[config.mk]
export PLATFORM = sky130hd
export DESIGN_NAME = sbs_ctrl
export DESIGN_NICKNAME = d
export VERILOG_FILES = /design/src/hw/rtl/sbs_pkg.sv /design/src/hw/rtl/sbs_ctrl.sv
export SDC_FILE = /design/constraint.sdc
export NUM_CORES = 1
export LEC_CHECK = 0
export BUFFER_PORTS_ARGS = -buffer_cell sky130_fd_sc_hd__buf_2
export CAP_MARGIN = 20
export CORE_MARGIN = 1
export CORE_UTILIZATION = 45
export CTS_BUF_LIST = sky130_fd_sc_hd__clkbuf_8
export DETAILED_ROUTE_END_ITERATION = 8
export GPL_ROUTABILITY_DRIVEN = 1
export MAX_ROUTING_LAYER = met4
export PLACE_DENSITY = 0.69
export SLEW_MARGIN = 10
export SYNTH_ARGS = -nofsm -noshare
export SYNTH_HDL_FRONTEND = slang
export SYNTH_SLANG_ARGS = --single-unit
[constraint.sdc]
create_clock -name clk -period 2.3 [get_ports clk]
set_input_delay 0 -clock clk [delete_from_list [all_inputs] [get_ports clk]]
set_output_delay 0 -clock clk [all_outputs]
set_load 0.01 [all_outputs]
[src/hw/rtl/sbs_pkg.sv]
// Shared types and constants of the serial-bus block storage slave.
package sbs_pkg;

	localparam int unsigned BUFFER_BYTES_DEFAULT = 1024;

	localparam int unsigned S_TDATA_W = 8;
	localparam int unsigned S_TUSER_W = 2;
	localparam int unsigned M_TDATA_W = 32;

	// Byte address map seen by the host during the data phase.
	localparam logic [15:0] ADDR_BLOCK_LO = 16'h00FC;
	localparam logic [15:0] ADDR_BLOCK_HI = 16'h00FD;
	localparam logic [15:0] ADDR_COMMAND  = 16'h00FE;
	localparam logic [15:0] ADDR_ZERO     = 16'h00FF;
	localparam logic [5:0]  WINDOW_PAGE   = 6'b000001;

	localparam logic [7:0] BYTE_UNMAPPED = 8'hFF;
	localparam logic [7:0] BYTE_ZERO     = 8'h00;

	typedef enum logic [1:0] {
		OP_EXCHANGE = 2'd0,
		OP_SELECT   = 2'd1,
		OP_UNSELECT = 2'd2,
		OP_RESERVED = 2'd3
	} op_t;

	typedef enum logic [1:0] {
		PH_HEADER  = 2'd0,
		PH_ADDR_LO = 2'd1,
		PH_ADDR_HI = 2'd2,
		PH_DATA    = 2'd3
	} phase_t;

	typedef enum logic [1:0] {
		REQ_NONE  = 2'd0,
		REQ_WRITE = 2'd1,
		REQ_READ  = 2'd2
	} disk_req_t;

	// Buffer write issued by the protocol logic, by byte address.
	typedef struct packed {
		logic        en;
		logic [15:0] addr;
		logic [7:0]  data;
	} buf_wr_t;

	// Result fields produced for one request.
	typedef struct packed {
		logic [15:0] block_number;
		disk_req_t   disk_request;
		logic [7:0]  rx_byte;
	} result_t;

endpackage

[src/hw/rtl/sbs_ctrl.sv]
// Protocol state, address decode and register file of the storage slave.
module sbs_ctrl (
	input  logic              clk,
	input  logic              arst_n,
	input  logic              fire,
	input  sbs_pkg::op_t      op,
	input  logic [7:0]        tx_byte,
	input  logic [7:0]        buf_rdata,
	output sbs_pkg::result_t  result,
	output sbs_pkg::buf_wr_t  buf_wr,
	output logic [15:0]       rd_addr
);

	import sbs_pkg::*;

	phase_t      phase_q, phase_d;
	logic [3:0]  left_q, left_d;
	logic [3:0]  cmd_xfer_q, cmd_xfer_d;
	logic [15:0] addr_q, addr_d;
	logic [15:0] block_q, block_d;
	logic [7:0]  cmd_reg_q, cmd_reg_d;
	logic [7:0]  last_rx_q, last_rx_d;
	logic [3:0]  left_dec;
	logic        in_window;
	logic [7:0]  read_byte;
	disk_req_t   req;

	assign left_dec  = left_q - 4'd1;
	assign in_window = (addr_q[15:10] == WINDOW_PAGE);

	always_comb begin
		priority if (in_window) begin
			read_byte = buf_rdata;
		end else if (addr_q == ADDR_BLOCK_LO) begin
			read_byte = block_q[7:0];
		end else if (addr_q == ADDR_BLOCK_HI) begin
			read_byte = block_q[15:8];
		end else if (addr_q == ADDR_COMMAND) begin
			read_byte = cmd_reg_q;
		end else if (addr_q == ADDR_ZERO) begin
			read_byte = BYTE_ZERO;
		end else begin
			read_byte = BYTE_UNMAPPED;
		end
	end

	always_comb begin
		phase_d    = phase_q;
		left_d     = left_q;
		cmd_xfer_d = cmd_xfer_q;
		addr_d     = addr_q;
		block_d    = block_q;
		cmd_reg_d  = cmd_reg_q;
		last_rx_d  = last_rx_q;
		req        = REQ_NONE;
		buf_wr     = '{en: 1'b0, addr: addr_q, data: tx_byte};
		if (fire) begin
			unique case (op)
				OP_SELECT: begin
					addr_d = '0;
				end
				OP_UNSELECT: begin
					phase_d = PH_HEADER;
				end
				OP_EXCHANGE: begin
					unique case (phase_q)
						PH_HEADER: begin
							left_d     = tx_byte[3:0];
							cmd_xfer_d = tx_byte[7:4];
							phase_d    = PH_ADDR_LO;
						end
						PH_ADDR_LO: begin
							addr_d  = {8'h00, tx_byte};
							left_d  = left_dec;
							phase_d = (left_dec != 4'd0) ? PH_ADDR_HI : PH_DATA;
						end
						PH_ADDR_HI: begin
							addr_d  = {tx_byte, addr_q[7:0]};
							phase_d = PH_DATA;
						end
						PH_DATA: begin
							if (cmd_xfer_q[0]) begin
								last_rx_d = read_byte;
							end else begin
								priority if (in_window) begin
									buf_wr.en = 1'b1;
								end else if (addr_q == ADDR_BLOCK_LO) begin
									block_d = {block_q[15:8], tx_byte};
								end else if (addr_q == ADDR_BLOCK_HI) begin
									block_d = {tx_byte, block_q[7:0]};
								end else if (addr_q == ADDR_COMMAND) begin
									if (tx_byte == 8'(REQ_WRITE) || tx_byte == 8'(REQ_READ)) begin
										cmd_reg_d = '0;
										req       = disk_req_t'(tx_byte[1:0]);
									end else begin
										cmd_reg_d = tx_byte;
									end
								end else begin
									cmd_reg_d = cmd_reg_q;
								end
							end
							if (!cmd_xfer_q[1]) begin
								addr_d = addr_q + 16'd1;
							end
						end
						default: phase_d = PH_HEADER;
					endcase
				end
				OP_RESERVED: begin
					phase_d = phase_q;
				end
				default: phase_d = phase_q;
			endcase
		end
	end

	// The next request reads at the address this one leaves behind.
	assign rd_addr = addr_d;

	assign result = '{block_number: block_d, disk_request: req, rx_byte: last_rx_d};

	always_ff @(posedge clk or negedge arst_n) begin
		if (!arst_n) begin
			phase_q    <= PH_HEADER;
			left_q     <= '0;
			cmd_xfer_q <= '0;
			addr_q     <= '0;
			block_q    <= '0;
			cmd_reg_q  <= '0;
			last_rx_q  <= '0;
		end else begin
			phase_q    <= phase_d;
			left_q     <= left_d;
			cmd_xfer_q <= cmd_xfer_d;
			addr_q     <= addr_d;
			block_q    <= block_d;
			cmd_reg_q  <= cmd_reg_d;
			last_rx_q  <= last_rx_d;
		end
	end

endmodule

==> flow_results.xml <==
<?xml version="1.0" encoding="UTF-8"?>
<metrics>
  <group name="power">
    <metric name="intPower" unit="mW">2.10</metric>
    <metric name="sw_ratio" unit="%">40.3</metric>
    <metric name="power.leakage" unit="nW">2.09</metric>
    <metric name="seq_power_share" unit="%">38.8</metric>
    <metric name="maximum_vdd_ir_drop" unit="V">0.000521</metric>
    <metric name="clock_power_share" unit="%">16.3</metric>
    <metric name="comb_power_share" unit="%">44.9</metric>
    <metric name="sw_pwr" unit="mW">1.42</metric>
    <metric name="power_per_cell_area" unit="nW/µm²">805</metric>
  </group>
  <group name="drt">
    <metric name="ant_nets" unit="">0</metric>
    <metric name="routed_wire_length_per_instance" unit="µm">18.1</metric>
    <metric name="drt_first_pass_iters" unit="">5</metric>
    <metric name="post_detailed_route_drc_marker_count" unit="">0</metric>
    <metric name="routed_wirelength" unit="µm">9960</metric>
    <metric name="route.vias.total" unit="">3298</metric>
    <metric name="detail_route.iter0.violations" unit="">243</metric>
    <metric name="routed_via_density" unit="">6.01</metric>
  </group>
  <group name="finish">
    <metric name="final_net_count" unit="">480</metric>
    <metric name="final_layout_size_suffix_gt1_share" unit="%">40.2</metric>
    <metric name="area_growth" unit="%">26.4</metric>
    <metric name="antenna_diodes" unit="">0</metric>
    <metric name="layout.core_utilization" unit="%">59.5</metric>
  </group>
  <group name="clocking">
    <metric name="cts_tree" unit="">done</metric>
    <metric name="cts-root-buf" unit="">sky130_fd_sc_hd__clkbuf_8</metric>
    <metric name="max-clock-path-buffers" unit="">2</metric>
    <metric name="clk_pin_slew_worst_paths" unit="ps">110</metric>
    <metric name="worstSkewPairLatency" unit="ps">320</metric>
    <metric name="cts-buffers-inserted" unit="">5</metric>
    <metric name="cts-htree-levels" unit="">2</metric>
    <metric name="cts_sinks" unit="">56</metric>
  </group>
  <group name="setup_path">
    <metric name="critical_path.reg2reg.startpoint" unit="">addr_q[14]</metric>
    <metric name="crit_type" unit="">flop to output pin</metric>
    <metric name="cp_data_arrival_time" unit="ps">2230</metric>
    <metric name="start_kind" unit="">flop</metric>
    <metric name="path_buf_inv" unit="">1</metric>
    <metric name="cp_cell_sequence" unit="">nor4_4 &gt; and4_4 &gt; nand4b_4 &gt; mux2_1 &gt; buf_2</metric>
    <metric name="crit_fanout" unit="">8</metric>
    <metric name="cp_slowest_stage_delay" unit="ps">470</metric>
    <metric name="slack_of_the_worst_reg_to_reg_path" unit="ps">420</metric>
    <metric name="end_kind" unit="">output pin</metric>
    <metric name="timing.rr.end" unit="">block_q[8]</metric>
    <metric name="reg2regPathDepth" unit="">4</metric>
    <metric name="cp_delay_by_family_top" unit="">simple AND/OR/NAND/NOR gates</metric>
    <metric name="critical_path_required" unit="ps">2300</metric>
    <metric name="worst_path_max_delay_cell" unit="">sky130_fd_sc_hd__dfrtp_1</metric>
  </group>
  <group name="timing">
    <metric name="grt_setup_unrepaired" unit="">yes</metric>
    <metric name="finalHoldWorstSlack" unit="ps">1.61</metric>
    <metric name="timing.final.crit_share" unit="%">97.0</metric>
    <metric name="timing_worst_slew_pin_value" unit="ps">694</metric>
    <metric name="endpoints_failing_hold" unit="">0</metric>
    <metric name="worst_slew_margin_relative_to_its_limit" unit="%">53.7</metric>
    <metric name="period_minus_slack" unit="ps">2230</metric>
    <metric name="fin_worst_skew" unit="ps">12.6</metric>
    <metric name="max_freq" unit="GHz">0.448</metric>
    <metric name="finalMaxSlewViolations" unit="">0</metric>
    <metric name="setup_viol" unit="">0</metric>
  </group>
  <group name="run">
    <metric name="drv_cap" unit="">0</metric>
  </group>
  <group name="floorplan">
    <metric name="number_of_standard_cell_rows_in_the_floorplan" unit="">31</metric>
    <metric name="fp.dieH" unit="µm">89.6</metric>
    <metric name="floorplan.core_area" unit="µm²">7330</metric>
    <metric name="starting_density_of_the_core" unit="%">47.1</metric>
    <metric name="floorplan.die_area" unit="µm²">8030</metric>
    <metric name="io_pins" unit="">88</metric>
    <metric name="dieWidth" unit="µm">89.6</metric>
  </group>
  <group name="synth">
    <metric name="synth_fp_nets" unit="">384</metric>
    <metric name="yosysMostFrequentCell" unit="">sky130_fd_sc_hd__dfrtp_1</metric>
    <metric name="postSynth.topFlopCell" unit="">sky130_fd_sc_hd__dfrtp_1</metric>
    <metric name="post-synth-top-area-fraction" unit="%">40.6</metric>
    <metric name="synth.yosys.warnings" unit="">0</metric>
    <metric name="synth_seq_cells" unit="">56</metric>
    <metric name="postSynthCellCount" unit="">353</metric>
    <metric name="yosysTopAreaCell" unit="">sky130_fd_sc_hd__dfrtp_1</metric>
    <metric name="synth_area_per_cell" unit="µm²">9.79</metric>
    <metric name="synth.top_cells.by_count" unit="">sky130_fd_sc_hd__dfrtp_1, sky130_fd_sc_hd__mux2_2, sky130_fd_sc_hd__o21ai_0, sky130_fd_sc_hd__inv_1, sky130_fd_sc_hd__nand2_1</metric>
    <metric name="synth-edff-count" unit="">0</metric>
    <metric name="netlist-cell-type-count" unit="">66</metric>
    <metric name="synthArstFlopShare" unit="%">100</metric>
    <metric name="post_synthesis_cell_area" unit="µm²">3450</metric>
    <metric name="post_synth_main_area_contributors" unit="">sky130_fd_sc_hd__dfrtp_1, sky130_fd_sc_hd__mux2_2, sky130_fd_sc_hd__ha_1</metric>
    <metric name="synth_sequential_area_ratio" unit="%">40.6</metric>
  </group>
  <group name="hold_path">
    <metric name="holdCritPathClass" unit="">primary input to flop</metric>
    <metric name="worst_hold_depth" unit="">3</metric>
    <metric name="hold_path.startpoint" unit="">buf_rdata[3]</metric>
    <metric name="min_delay_worst_endpoint" unit="">last_rx_q[3]</metric>
  </group>
  <group name="place">
    <metric name="placement.io_buffers" unit="">87</metric>
    <metric name="gpl.final_weighted_congestion" unit="">0.915</metric>
    <metric name="dp_hpwl" unit="µm">7260</metric>
  </group>
  <group name="global_routing">
    <metric name="globalRouteOverflowTotal" unit="">0</metric>
    <metric name="grt_max_degree" unit="">30</metric>
    <metric name="number_of_antenna_violations_at_the_first_check_in_global_routing" unit="">0</metric>
    <metric name="grt_usage" unit="%">26.6</metric>
    <metric name="grt_pass1_wl" unit="µm">15700</metric>
    <metric name="number_of_global_route_vias_before_repair" unit="">3097</metric>
  </group>
  <group name="status">
    <metric name="run_status" unit="">finished clean</metric>
  </group>
</metrics>
cell families after synthesis:
kind of cell,count (synthesis),share of synthesized area [%]
AND/OR/NAND/NOR,105,19.6
AO/OA/AOI/OAI,103,20.6
flip-flops,56,40.6
buffers and inverters,50,6.52
multiplexers,26,8.40
adder cells (fa/ha/maj),10,3.62
XOR/XNOR,3,0.761
final cells by class:
cell class                      count  area [µm²]
Inverter                           19        71.3
Fill cell                         652        2970
Tap cell                           99         124
Clock buffer                        5        68.8
Sequential cell                    56        1410
Clock inverter                      3        26.3
Multi-Input combinational cell    247        1950
Timing Repair Buffer              120         721
power by group through the flow:
stage | registers [mW] | logic (mW) | clock network (mW)
after detailed placement | 1.37 | 1.42 | 0
after CTS | 1.36 | 1.45 | 0.587
after floorplan | 1.35 | 0.899 | 0
after global placement | 1.36 | 1.39 | 0
after global routing | 1.40 | 1.74 | 0.632
final | 1.36 | 1.58 | 0.573
sequential cells by signal (all words and copies together), names as in the netlist:
| signal | count |
|---|---|
| cmd_xfer_q | 2 |
| left_q | 4 |
| block_q | 16 |
| last_rx_q | 8 |
| addr_q | 16 |
| cmd_reg_q | 8 |
| phase_q | 2 |
layout by cell type, fill, tap and decap left out, drive strengths merged, types with 3 or more instances in the layout:
master / n
a21oi: 17
a22o: 3
a22oi: 9
a2bb2oi: 12
a31oi: 4
a32oi: 4
and2: 3
and3: 6
buf: 113
clkbuf: 5
dfrtp: 56
dlygate4sd3: 7
ha: 10
inv: 21
mux2: 24
nand2: 18
nand3: 11
nand4: 8
nand4b: 3
nor2: 18
nor2b: 3
nor3: 8
nor4: 6
nor4b: 3
o211ai: 3
o21ai: 22
o22ai: 10
o31ai: 3
or3: 3
xor2: 3
what timing repair did:
action	4_1_cts	5_1_grt
setup endpoints to repair	35	30
hold buffers	6	1
buffers inserted	1	7
resized for setup	13	23
endpoints found under the hold margin	33	1
pin swaps	1	2
worst register-to-register path, cell delays in order (launching register included):
cell and delay (ps):
sky130_fd_sc_hd__dfrtp_1 470, sky130_fd_sc_hd__nor4_4 360, sky130_fd_sc_hd__and4_4 330, sky130_fd_sc_hd__nand4b_4 230, sky130_fd_sc_hd__mux2_1 390
metal layers:
layer	up-vias	global-route usage [%]	wire length [µm]
met3	23	4.48	693
met4	0	8.51	176
met1	1618	35.3	4340
met5	-	-	0
li1	1520	-	-
met2	137	41.5	4750
worst max path at each step:
stage | to | from | cells after the start
6_report | result[18] | addr_q[14] | 5
2_1_floorplan | addr_q[7] | phase_q[1] | 5
5_1_grt | rd_addr[14] | addr_q[1] | 6
4_1_cts | rd_addr[14] | addr_q[4] | 5
3_3_place_gp | result[8] | addr_q[0] | 8
3_5_place_dp | result[8] | addr_q[0] | 8
metrics by stage:
stage / instances / cell area [µm²] / power [mW] / worst slack [ps] / setup TNS (ps)
floorplan: 353 / 3450 / 2.25 / 309 / 0
global placement: 526 / 4010 / 2.75 / 238 / 0
detailed placement: 526 / 4010 / 2.79 / 201 / 0
CTS: 541 / 4210 / 3.40 / 2.16 / 0
global route: 549 / 4370 / 3.77 / -42.4 / -88.2
finish: 549 / 4370 / 3.52 / 68.3 / 0
(Power assumes the default switching activity.)
